[config.mk]
export PLATFORM = sky130hd
export DESIGN_NAME = hill_cipher_encrypt
export DESIGN_NICKNAME = d
export VERILOG_FILES = /design/src/hdl/hce_pkg.sv /design/src/hdl/hill_cipher_encrypt.sv
export SDC_FILE = /design/constraint.sdc
export NUM_CORES = 1
export LEC_CHECK = 0
export BUFFER_PORTS_ARGS = -buffer_cell sky130_fd_sc_hd__buf_4
export CELL_PAD_IN_SITES_DETAIL_PLACEMENT = 1
export CELL_PAD_IN_SITES_GLOBAL_PLACEMENT = 1
export CORE_MARGIN = 2
export CORE_UTILIZATION = 52
export DETAILED_ROUTE_END_ITERATION = 8
export HOLD_SLACK_MARGIN = 0.05
export PLACE_DENSITY = 0.9
export SYNTH_ARGS = -nofsm -noshare
export SYNTH_HDL_FRONTEND = slang
export SYNTH_SLANG_ARGS = --single-unit
[constraint.sdc]
create_clock -name clk -period 8.47 [get_ports clk]
set_clock_uncertainty 0.1 [all_clocks]
set_input_delay 0.847 -clock clk [delete_from_list [all_inputs] [get_ports clk]]
set_output_delay 0.847 -clock clk [all_outputs]
set_load 0.03 [all_outputs]
[src/hdl/hce_pkg.sv]
// ----------------------------------------------------------------------------
// hce_pkg
// Shared types and constants for the hill cipher encryptor.
// ----------------------------------------------------------------------------
package hce_pkg;

    localparam int LETTER_W    = 5;
    localparam int KEY_ROWS    = 7;
    localparam int ROW_IDX_W   = 3;
    localparam int ROW_W       = KEY_ROWS * LETTER_W;
    localparam int KSIZE_W     = 3;
    localparam int CFG_IDX_W   = 3;
    localparam int ACC_W       = 13;
    localparam int RECIP_W     = 16;
    localparam int RECIP_SHIFT = 20;
    localparam int QUOT_W      = 8;
    localparam int DATA_W      = 8;

    localparam logic [LETTER_W-1:0]  ALPHABET    = 5'd26;
    localparam logic [LETTER_W-1:0]  PAD_LETTER  = 5'd23;
    localparam logic [RECIP_W-1:0]   RECIP_26    = 16'd40330;
    localparam logic [KSIZE_W-1:0]   KSIZE_RESET = 3'd3;
    localparam logic [CFG_IDX_W-1:0] CFG_KEY_SIZE = 3'd0;

    typedef enum logic [2:0] {
        ST_IDLE,
        ST_MAC,
        ST_QUO,
        ST_REM,
        ST_OUT
    } state_t;

    function automatic logic [LETTER_W-1:0] fold_letter(input logic [LETTER_W-1:0] v);
        logic [LETTER_W-1:0] r;
        r = (v >= ALPHABET) ? v - ALPHABET : v;
        return r;
    endfunction

endpackage

[src/hdl/hill_cipher_encrypt.sv]
// ----------------------------------------------------------------------------
// hill_cipher_encrypt
// Hill cipher encryptor: collects n letters (fewer if tlast ends the block,
// padded), then emits n cipher letters. A letter that does not close a block
// is stored, and the input stays ready for the next one. Each cipher letter
// takes n multiply-accumulate steps on the single shared unit, a quotient
// step, a remainder step and an output step that waits for the output ready.
// Reset (async, active low) empties the block, sets n = 3 and an identity key.
// ----------------------------------------------------------------------------
module hill_cipher_encrypt #(
    parameter int MAX_KEY_SIZE = 7
) (
    input  logic                            clk,
    input  logic                            rst_n,
    input  logic                            cfg_we,
    input  logic [hce_pkg::CFG_IDX_W-1:0]   cfg_index,
    input  logic [hce_pkg::ROW_W-1:0]       cfg_data,
    input  logic                            s_axis_tvalid,
    output logic                            s_axis_tready,
    input  logic [hce_pkg::DATA_W-1:0]      s_axis_tdata,   // plain_letter [4:0], zero [7:5]
    input  logic                            s_axis_tlast,
    output logic                            m_axis_tvalid,
    input  logic                            m_axis_tready,
    output logic [hce_pkg::DATA_W-1:0]      m_axis_tdata,   // cipher_letter [4:0], zero [7:5]
    output logic                            m_axis_tlast,
    output logic [0:0]                      m_axis_tuser    // block_end [0]
);

    localparam int IDX_W = (MAX_KEY_SIZE > 1) ? $clog2(MAX_KEY_SIZE) : 1;
    localparam int CNT_W = $clog2(MAX_KEY_SIZE + 1);
    localparam logic [CNT_W-1:0] MAX_CNT = CNT_W'(MAX_KEY_SIZE);

    hce_pkg::state_t                      state_reg, state_next;
    logic [CNT_W-1:0]                     fill_reg, fill_next;
    logic [CNT_W-1:0]                     count_reg, count_next;
    logic [IDX_W-1:0]                     row_reg, row_next;
    logic [IDX_W-1:0]                     col_reg, col_next;
    logic                                 last_reg, last_next;
    logic [hce_pkg::ACC_W-1:0]            acc_reg, acc_next;
    logic [hce_pkg::QUOT_W-1:0]           quot_reg, quot_next;
    logic [hce_pkg::LETTER_W-1:0]         letter_reg, letter_next;
    logic                                 bend_reg, bend_next;
    logic                                 mend_reg, mend_next;
    logic [hce_pkg::KSIZE_W-1:0]          key_size_reg;
    logic [hce_pkg::ROW_W-1:0]            key_row_reg [hce_pkg::KEY_ROWS];
    logic [hce_pkg::LETTER_W-1:0]         store_reg [MAX_KEY_SIZE];

    logic                                 in_req;
    logic [hce_pkg::LETTER_W-1:0]         in_letter;
    logic [CNT_W-1:0]                     n_act;
    logic [CNT_W-1:0]                     cnt_inc;
    logic                                 col_end;
    logic                                 row_end;
    logic [hce_pkg::ROW_W-1:0]            key_word;
    logic [hce_pkg::LETTER_W-1:0]         key_raw;
    logic [hce_pkg::LETTER_W-1:0]         key_ent;
    logic [hce_pkg::LETTER_W-1:0]         plain_ent;
    logic [2*hce_pkg::LETTER_W-1:0]       mac_prod;
    logic [hce_pkg::ACC_W+hce_pkg::RECIP_W-1:0] recip_prod;
    logic [hce_pkg::ACC_W-1:0]            rem_val;

    assign in_req    = s_axis_tvalid && s_axis_tready;
    assign in_letter = hce_pkg::fold_letter(s_axis_tdata[hce_pkg::LETTER_W-1:0]);

    always_comb
    begin
        if (key_size_reg == '0)
        begin
            n_act = CNT_W'(1);
        end
        else if (key_size_reg > hce_pkg::KSIZE_W'(MAX_KEY_SIZE))
        begin
            n_act = MAX_CNT;
        end
        else
        begin
            n_act = CNT_W'(key_size_reg);
        end
    end

    assign cnt_inc = fill_reg + CNT_W'(1);
    assign col_end = (CNT_W'(col_reg) + CNT_W'(1)) == n_act;
    assign row_end = (CNT_W'(row_reg) + CNT_W'(1)) == n_act;

    // shared multiply-accumulate operands
    assign key_word  = key_row_reg[hce_pkg::ROW_IDX_W'(row_reg)];
    assign key_raw   = key_word[hce_pkg::ROW_IDX_W'(col_reg) * hce_pkg::LETTER_W +: hce_pkg::LETTER_W];
    assign key_ent   = hce_pkg::fold_letter(key_raw);
    assign plain_ent = (CNT_W'(col_reg) < count_reg) ? store_reg[col_reg] : hce_pkg::PAD_LETTER;
    assign mac_prod  = key_ent * plain_ent;

    // modulo 26 through a reciprocal multiply
    assign recip_prod = acc_reg * hce_pkg::RECIP_26;
    assign rem_val    = acc_reg - hce_pkg::ACC_W'(quot_reg) * hce_pkg::ACC_W'(hce_pkg::ALPHABET);

    always_comb
    begin
        state_next  = state_reg;
        fill_next   = fill_reg;
        count_next  = count_reg;
        row_next    = row_reg;
        col_next    = col_reg;
        last_next   = last_reg;
        acc_next    = acc_reg;
        quot_next   = quot_reg;
        letter_next = letter_reg;
        bend_next   = bend_reg;
        mend_next   = mend_reg;
        s_axis_tready = 1'b0;
        m_axis_tvalid = 1'b0;
        unique case (state_reg)
            hce_pkg::ST_IDLE:
            begin
                s_axis_tready = 1'b1;
                if (s_axis_tvalid)
                begin
                    if (cnt_inc >= n_act || s_axis_tlast)
                    begin
                        count_next = cnt_inc;
                        last_next  = s_axis_tlast;
                        fill_next  = '0;
                        row_next   = '0;
                        col_next   = '0;
                        acc_next   = '0;
                        state_next = hce_pkg::ST_MAC;
                    end
                    else
                    begin
                        fill_next = cnt_inc;
                    end
                end
            end
            hce_pkg::ST_MAC:
            begin
                acc_next = acc_reg + hce_pkg::ACC_W'(mac_prod);
                if (col_end)
                begin
                    state_next = hce_pkg::ST_QUO;
                end
                else
                begin
                    col_next = col_reg + IDX_W'(1);
                end
            end
            hce_pkg::ST_QUO:
            begin
                quot_next  = recip_prod[hce_pkg::RECIP_SHIFT +: hce_pkg::QUOT_W];
                state_next = hce_pkg::ST_REM;
            end
            hce_pkg::ST_REM:
            begin
                letter_next = rem_val[hce_pkg::LETTER_W-1:0];
                bend_next   = row_end;
                mend_next   = row_end && last_reg;
                state_next  = hce_pkg::ST_OUT;
            end
            hce_pkg::ST_OUT:
            begin
                m_axis_tvalid = 1'b1;
                if (m_axis_tready)
                begin
                    if (row_end)
                    begin
                        state_next = hce_pkg::ST_IDLE;
                    end
                    else
                    begin
                        row_next   = row_reg + IDX_W'(1);
                        col_next   = '0;
                        acc_next   = '0;
                        state_next = hce_pkg::ST_MAC;
                    end
                end
            end
        endcase
    end

    always_ff @(posedge clk or negedge rst_n)
    begin
        if (!rst_n)
        begin
            state_reg  <= hce_pkg::ST_IDLE;
            fill_reg   <= '0;
            count_reg  <= '0;
            row_reg    <= '0;
            col_reg    <= '0;
            last_reg   <= 1'b0;
            acc_reg    <= '0;
            quot_reg   <= '0;
            letter_reg <= '0;
            bend_reg   <= 1'b0;
            mend_reg   <= 1'b0;
        end
        else
        begin
            state_reg  <= state_next;
            fill_reg   <= fill_next;
            count_reg  <= count_next;
            row_reg    <= row_next;
            col_reg    <= col_next;
            last_reg   <= last_next;
            acc_reg    <= acc_next;
            quot_reg   <= quot_next;
            letter_reg <= letter_next;
            bend_reg   <= bend_next;
            mend_reg   <= mend_next;
        end
    end

    // key registers
    always_ff @(posedge clk or negedge rst_n)
    begin
        if (!rst_n)
        begin
            key_size_reg <= hce_pkg::KSIZE_RESET;
            for (int r = 0; r < hce_pkg::KEY_ROWS; r++)
            begin
                key_row_reg[r] <= hce_pkg::ROW_W'(1) << (r * hce_pkg::LETTER_W);
            end
        end
        else if (cfg_we)
        begin
            if (cfg_index == hce_pkg::CFG_KEY_SIZE)
            begin
                key_size_reg <= cfg_data[hce_pkg::KSIZE_W-1:0];
            end
            else
            begin
                key_row_reg[cfg_index - hce_pkg::CFG_IDX_W'(1)] <= cfg_data;
            end
        end
    end

    // block letter store
    always_ff @(posedge clk)
    begin
        if (in_req && fill_reg < MAX_CNT)
        begin
            store_reg[fill_reg[IDX_W-1:0]] <= in_letter;
        end
    end

    assign m_axis_tdata = hce_pkg::DATA_W'(letter_reg);
    assign m_axis_tlast = mend_reg;
    assign m_axis_tuser = bend_reg;

endmodule

Word level (Yosys, flattened, before mapping)
Memory sizes are Yosys's and may differ from the RTL's.
Cells that the tools add are included.
Storage, ports and cells
  bits in writable memories: 35
  memories kept: 1
  output and inout bits: 12
  input port bits: 52
  register bits: 292
Memory list
  store_reg: depth 7, width 5, read ports 1, clocked after Yosys merged registers in 0, wr ports 1, RTL line hill_cipher_encrypt.sv:46  | logic [hce_pkg::LETTER_W-1:0] store_reg [MAX_KEY_SIZE];
Operators by class
  add/subtract/negate cells: 8
  shift-type cells: 1
  bitwise gates (word level): 3
  multipliers: 4
  magnitude comparators: 9
  eq/ne operators: 12
  reduce and logical (&&, ||, !) cells: 18
  mux-type cells: 36
Operators with widths (count)
  245-bit bitwise mux: 1
  35-bit binary-select mux with 3-bit select: 1
  35-bit demux with 3-bit select: 1
  35-bit 2-to-1 mux: 3
  13-bit 2-to-1 mux: 4
  3-bit 2-to-1 mux: 14
  13-bit case mux with 3 select lines: 1
  35-bit by 7-bit indexed part select with 5-bit output: 1
  13-bit by 15-bit multiplier with 27-bit output, second input constant: 1
  5-bit 2-to-1 mux: 3
  3-bit case mux with 5 select lines: 1
  13-bit by 10-bit adder with 13-bit output: 1
  2-bit != test, second input constant: 6
  5-bit greater-or-equal comparator, second input constant: 2
  5-bit by 5-bit multiplier with 10-bit output: 1
  5-bit AND reduction: 2
  5-bit subtractor, second input constant: 2
  3-bit by 1-bit adder with 3-bit output, second input constant: 3
  3-bit zero test: 3
  3-bit case mux with 3 select lines: 1
  4-bit greater-or-equal comparator, second input constant: 2
  8-bit by 4-bit multiplier with 4-bit output, second input constant: 1
  3-bit NOT with 4-bit output: 2
  3-bit by 2-bit == test with 1-bit output, second input constant: 2
  22 further kinds: 32

Logic depth before layout (Yosys ltp)
Gate-level depths: netlist of the first run.
  word-level depth: 10
  mapped depth: 29
  depth with buffers taken out: 25

Least setup slack after synthesis of the first run
Ideal clock, no wire load.
  kind: flip-flop to flip-flop
  from: register row_reg[1]
  to: register acc_reg[10] (netlist bit)
  cell stages (with the launch flop): 26
  path slack: 2478 ps
  period minus slack after synthesis: 5992 ps
  data required time: 8232 ps
  buffers on the path: 1
  arrival: 5754 ps
  cells stage by stage: dfrtp_1 > buf_6 > nand2b_1 > mux4_2 > mux4_2 > and2_1 > a21oi_4 > inv_2 > ha_1 > nor2b_1 > a22oi_4 > nand4_1 > fa_1 > inv_1 > ha_1 > inv_1 > fa_1 > inv_1 > fa_1 > a21o_1 > a21oi_1 > nor2b_1 > o21a_1 > o21ai_0 > xor2_1 > o22ai_1
Between the ends
  cells in the longest elaborated chain, start to end: 10
  elaborated cells on any way between the ends: 15
RTL lines
  from (decl): RTL line hill_cipher_encrypt.sv:36  | logic [IDX_W-1:0] row_reg, row_next;
  from (signal assigned): RTL line hill_cipher_encrypt.sv:199  | row_reg <= row_next;
  3-bit NOT with 4-bit output (implied by the code): RTL line hill_cipher_encrypt.sv:86  | assign key_word = key_row_reg[hce_pkg::ROW_IDX_W'(row_reg)];
  35-bit binary-select mux with 3-bit select: RTL line hill_cipher_encrypt.sv:86
  35-bit 2-to-1 mux (implied by the code) (2 in series): RTL line hill_cipher_encrypt.sv:86
  35-bit by 7-bit indexed part select with 5-bit output: RTL line hill_cipher_encrypt.sv:87  | assign key_raw = key_word[hce_pkg::ROW_IDX_W'(col_reg) * hce_pkg::LETTER_W +: hce_pkg::LETTER_W];
  5-bit subtractor or 5-bit greater-or-equal comparator (tied branches): RTL line hce_pkg.sv:35  | r = (v >= ALPHABET) ? v - ALPHABET : v;
  5-bit 2-to-1 mux: RTL line hce_pkg.sv:35
  5-bit by 5-bit multiplier with 10-bit output: RTL line hill_cipher_encrypt.sv:90  | assign mac_prod = key_ent * plain_ent;
  13-bit by 10-bit adder with 13-bit output: RTL line hill_cipher_encrypt.sv:135  | acc_next = acc_reg + hce_pkg::ACC_W'(mac_prod);
  13-bit case mux with 3 select lines: RTL line hill_cipher_encrypt.sv:111  | unique case (state_reg)
  to (signal assigned): RTL line hill_cipher_encrypt.sv:202  | acc_reg <= acc_next;
  to (decl): RTL line hill_cipher_encrypt.sv:39  | logic [hce_pkg::ACC_W-1:0] acc_reg, acc_next;
Several ways; a longest one is shown, not always the timed one. The select of a mux whose other input is x is not followed.
A chain may end at the register's enable or synchronous reset.

Worst setup path in the final report of the first run
  from: register row_reg[0]
  to: register acc_reg[11] (netlist bit)
Same word-level chain as after synthesis.

==> results.yml, run 1 <==
sta:
  slew_headroom: 0.141
  tns_ns: 0
  max_freq_mhz: 130
  slew_viol_final: 0
  hold_violations: 0
  setup_violations: 0
  rsz0062_at_grt: "no"
  tightest_slew_ns: 1.28
  period_needed_ns: 7.67
  fin_crit_sh: 0.905
synth:
  synth_top_family_by_area: "multiplexers"
  yosysUniqueCellTypes: 70
  synthXorXnorAreaFrac: 0.0130
  synth_adder_area_share: 0.146
  synth_edf_count: 35
  yosysWarnings: 0
  ys.flop_type: "dfrtp_1"
  synth-seq-cells: 323
  synth_mux_area_frac: 0.229
  avgSynthCellArea_sq_um: 12.8
  synth-simple-area-share: 0.0529
  synth_compound_area_frac: 0.0753
  yosysSeqAreaShare: 0.439
  async_flop_share: 0.892
  synth_area_sq_mm: 0.0188
  synth_cells: 1471
drt:
  ant_nets: 0
  viasPerCell: 6.23
  drtIter0Drc: 772
  vias: 12526
  wire_per_inst_microns: 26.5
  drc: 0
  first_pass_iters: 5
  routed_wl_microns: 53200
flow_run:
  cap_violations: 0
die:
  initial_core_util: 0.529
  ios: 64
  die_area_sq_mm: 0.0377
  die_h_microns: 194
  core_area_sq_mm: 0.0356
  std_cell_rows: 69
  die_x_microns: 194
layout:
  largest_reg_flops: 245
  drive_gt1_frac: 0.310
  nets: 1749
  fillers: 3477
  area_growth_pct: 11.0
setup_path:
  crit_type: "flip-flop to flip-flop"
  worstPathMaxFanout: 21
  crit_path_frequent_cell: "fa_1"
  slowest_delay_ns: 0.82
  cp.depth: 20
  crit_family: "compound AO/OA/AOI/OAI gates"
  cp-start-kind: "flip-flop"
  critPathRequiredTime_ns: 8.74
  end_kind: "flip-flop"
  worst-path-buf-inv: 3
  crit_chain: "buf_4, mux4_2, a22o_1, a311oi_1, a22o_1, ha_1, inv_1, a211oi_1, o21ai_0, fa_1, fa_1, fa_1, inv_1, ha_1, a21oi_1, o21bai_1, a2111oi_0, or3_1, a31o_2, a21oi_1"
  cp.arrival_ns: 7.93
  cp_slowest_cell: "dfrtp_2"
  reg2reg_depth: 20
clocking:
  path_clk_slew_ns: 0.06
  htree_levels: 2
  clk_path_buf_depth: 3
  cts_setup_buffers: 0
  cts_hold_buf: 0
  root_buffer: "clkbuf_16"
  cts_tree: "done"
  post_cts_resized: 0
  clock_latency_ns: 0.54
  cts_sinks: 323
  numCtsBuffers: 37
placed_design:
  gp_congestion: 0.855
  portBuffers: 57
  place_hpwl_microns: 34900
global_route:
  grt_usage: 0.289
  overflow: 0
  grt_start_max_net_pins: 182
  antenna_found_initial: 2
  grt_pass1_vias: 14676
  grt_pass1_wl_microns: 84800
outcome:
  outcome: "finished clean"
min_path:
  hold_path_class: "input pin to async pin"
-- layout make-up --
class | instances | area, sq um | share of cell area
Antenna cell | 2 | 5.00 | 0.000239
Clock buffer | 48 | 1010 | 0.0482
Clock inverter | 18 | 209 | 0.00999
Inverter | 135 | 507 | 0.0242
Multi-Input combinational cell | 949 | 9750 | 0.466
Sequential cell | 323 | 8280 | 0.396
Tap cell | 461 | 577 | 0.0276
Timing Repair Buffer | 74 | 576 | 0.0275
-- kinds of logic (layout without fill, tap and decap cells) --
kind of cell | after synthesis | count (layout)
and+or+nand+nor | 196 | 196
xor gates and xnor gates | 28 | 28
buffers and inverters | 201 | 275
AOI/OAI and AO/OA | 198 | 198
other | 1 | 5
muxes | 347 | 347
adders and majority gates | 177 | 177
DFF | 323 | 323
-- cell usage after synthesis, types with 31 or more instances --
library cell | instances | share of area
clkbuf_1 | 40 | 0.0080
dfrtp_1 | 279 | 0.37
edfxtp_1 | 35 | 0.056
fa_1 | 70 | 0.074
ha_1 | 107 | 0.071
inv_1 | 131 | 0.026
mux2_2 | 273 | 0.16
mux2i_1 | 34 | 0.018
mux4_2 | 39 | 0.047
nand2_1 | 60 | 0.012
nor2_1 | 31 | 0.0062
o21ai_0 | 38 | 0.010
-- stage by stage --
stage	hold slack [ns]	utilization	setup slack, ns	instance area (sq um)	std cells
after CTS	0.287	0.588	0.826	20900	2008
after global routing	0.294	0.588	0.442	20900	2009
after floorplan	0.351	-	2.48	18800	1473
final	0.224	0.588	0.803	20900	2010
after detailed placement	0.375	0.553	0.999	19700	1942
after global placement	0.365	0.553	1.36	19700	1942
-- placed cells by master (no fill, tap or decap), types with 34 or more instances in the layout --
cell       count
edfxtp_1      35
clkbuf_16     37
buf_4         72
mux2_2       273
o21ai_0       38
mux4_2        39
inv_1        131
mux2i_1       34
ha_1         107
dfrtp_1      276
fa_1          70
nand2_1       58
-- metal layers --
| metal | wire length (microns) | GRT usage | part of all wire | up-vias |
|---|---|---|---|---|
| li1 | - | - | - | 5377 |
| met3 | 2310 | 0.0459 | 0.043 | 186 |
| met2 | 27800 | 0.514 | 0.52 | 388 |
| met1 | 20400 | 0.337 | 0.38 | 6575 |
| met5 | 0 | 0 | 0 | - |
| met4 | 2680 | 0.149 | 0.050 | 0 |
-- path summary, 6_finish.rpt --
path / from / slack, ns / endpoint
max: row_reg[0] / 0.80 / acc_reg[11]
min: rst_n / 0.22 / key_row_reg[164]
max reg2reg: row_reg[0] / 0.80 / acc_reg[11]
min reg2reg: m_axis_tlast / 0.38 / m_axis_tlast
max in group asynchronous: rst_n / 6.52 / row_reg[0]
min in group clk: m_axis_tlast / 0.38 / m_axis_tlast
-- worst register-to-register path, stage by stage, from the launching register on --
cell and delay (ns):
dfrtp_2 0.82, buf_4 0.40, mux4_2 0.58, a22o_1 0.29
a311oi_1 0.36, a22o_1 0.45, ha_1 0.36, inv_1 0.11
a211oi_1 0.36, o21ai_0 0.20, fa_1 0.51, fa_1 0.52
fa_1 0.55, inv_1 0.04, ha_1 0.33, a21oi_1 0.24
o21bai_1 0.12, a2111oi_0 0.64, or3_1 0.26, a31o_2 0.16
a21oi_1 0.08
Power of run 1 is left out: the tool's default activity adds up to more than one toggle a clock period on the data nets, which glitch-free logic cannot reach.
==> run 2: changes to the inputs <==
- CORE_MARGIN: 2 -> default
==> run 2 against run 1 <==
Net effect: die area is 2.0% lower; worst hold slack better by 0.015 ns; critical path depth is 3 higher; cell area is 0.19% higher; count of clock-buffer cells in the layout is 4 higher; via count is 0.21% lower; non-clock buffer count stayed put; worst setup slack better by 0.047 ns; sequential share of layout area is 0.073 points lower; critical path type unchanged; largest cell class unchanged.
==> results.yml, run 2 (same netlist as run 1, synthesis figures left out) <==
setup_path:
  r2r_start: "row_reg[1]"
  reg2reg_slack_ns: 0.85
  worstPathMaxFanout: 54
  cp-start-kind: "flip-flop"
  crit_chain: "buf_4, mux2_2, a221o_1, a32oi_1, a22o_1, ha_1, nor2b_1, a22oi_4, nand4_1, fa_1, inv_1, ha_1, inv_1, fa_1, inv_1, ha_1, a21o_1, a21oi_1, o21bai_1, a2111oi_0, or3_1, a31o_2, a21oi_1"
  slowest_delay_ns: 0.98
  cp_slowest_cell: "dfrtp_4"
  worstSetupEndpoint: "acc_reg[11]"
  crit_type: "flip-flop to flip-flop"
  cp.arrival_ns: 7.90
  critPathRequiredTime_ns: 8.75
  reg2reg_depth: 23
  reg2reg_to: "acc_reg[11]"
  crit_path_start: "row_reg[1]"
  end_kind: "flip-flop"
clocking:
  htree_levels: 2
  clock_latency_ns: 0.58
  root_buffer: "clkbuf_16"
  numCtsBuffers: 36
  path_clk_slew_ns: 0.06
  post_cts_resized: 0
  clk_path_buf_depth: 3
  cts_sinks: 323
  cts_setup_buffers: 0
  cts_hold_buf: 0
  cts_tree: "done"
drt:
  drc: 0
  viasPerCell: 6.23
  first_pass_iters: 7
  drtIter0Drc: 737
  wire_per_inst_microns: 26.4
  routed_wl_microns: 53100
  vias: 12500
  ant_nets: 0
layout:
  nets: 1748
  largest_reg_flops: 245
  final_util: 0.589
  final_common_cell: "dfrtp_1"
  layout_common_cells: "276 x dfrtp_1, 273 x mux2_2, 131 x inv_1, 107 x ha_1, 73 x buf_4"
  fillers: 3487
  drive_gt1_frac: 0.310
  area_growth_pct: 11.3
global_route:
  overflow: 0
  grt_pass1_vias: 14603
  grt_pass1_wl_microns: 84400
  grt_usage: 0.303
  grt_start_max_net_pins: 130
  antenna_found_initial: 1
sta:
  rsz0062_at_grt: "no"
  hold_violations: 0
  slew_headroom: 0.217
  max_freq_mhz: 131
  slew_viol_final: 0
  setup_violations: 0
  period_needed_ns: 7.62
  tightest_slew_ns: 1.17
  tns_ns: 0
  fin_crit_sh: 0.900
outcome:
  outcome: "finished clean"
die:
  std_cell_rows: 69
  initial_core_util: 0.529
  die_h_microns: 192
  ios: 64
  core_area_sq_mm: 0.0356
  die_area_sq_mm: 0.0370
  die_x_microns: 192
placed_design:
  place_hpwl_microns: 34600
  gp_congestion: 0.848
  portBuffers: 57
flow_run:
  cap_violations: 0
min_path:
  hold_path_class: "input pin to async pin"
-- run 2: final cells by class --
type | instances | area, sq um | area share
Multi-Input combinational cell | 949 | 9750 | 0.466
Tap cell | 461 | 577 | 0.0275
Antenna cell | 1 | 2.50 | 0.000119
Timing Repair Buffer | 74 | 563 | 0.0269
Inverter | 135 | 507 | 0.0242
Clock buffer | 52 | 1060 | 0.0507
Clock inverter | 13 | 208 | 0.00992
Sequential cell | 323 | 8280 | 0.395
-- run 2: per-layer routing --
layer,track usage,share of wire,up-vias
met2,0.540,0.52,410
met1,0.359,0.39,6551
met5,0,0,-
met4,0.146,0.043,0
met3,0.0442,0.048,164
li1,-,-,5375
-- run 2: worst max-delay path: cells and delay by family, from the launching register on --
family / cells / cell delay [ns]
compound gates: 10 / 2.72
flops: 1 / 0.98
fa+ha+maj: 5 / 1.99
buf+inv: 4 / 0.60
mux: 1 / 0.40
simple gates: 3 / 0.60
-- run 2: through the flow --
step	cell area, sq um	setup WS, ns	hold slack [ns]	std cells
finish	20900	0.850	0.239	2008
floorplan	18800	2.48	0.351	1473
global placement	19700	1.36	0.366	1942
detailed placement	19700	1.06	0.376	1942
global route	20900	0.612	0.346	2008
CTS	20900	0.912	0.318	2007
-- run 2: worst min-delay path by stage --
stage | endpoint | slack (ns) | depth (start not counted)
2_1_floorplan | count_reg[0] | 0.35 | 2
3_3_place_gp | letter_reg[0] | 0.37 | 2
3_5_place_dp | letter_reg[1] | 0.38 | 2
4_1_cts | key_row_reg[169] | 0.32 | 1
5_1_grt | key_row_reg[239] | 0.35 | 1
6_report | key_row_reg[169] | 0.24 | 1
Power of run 2 is left out for the same reason.
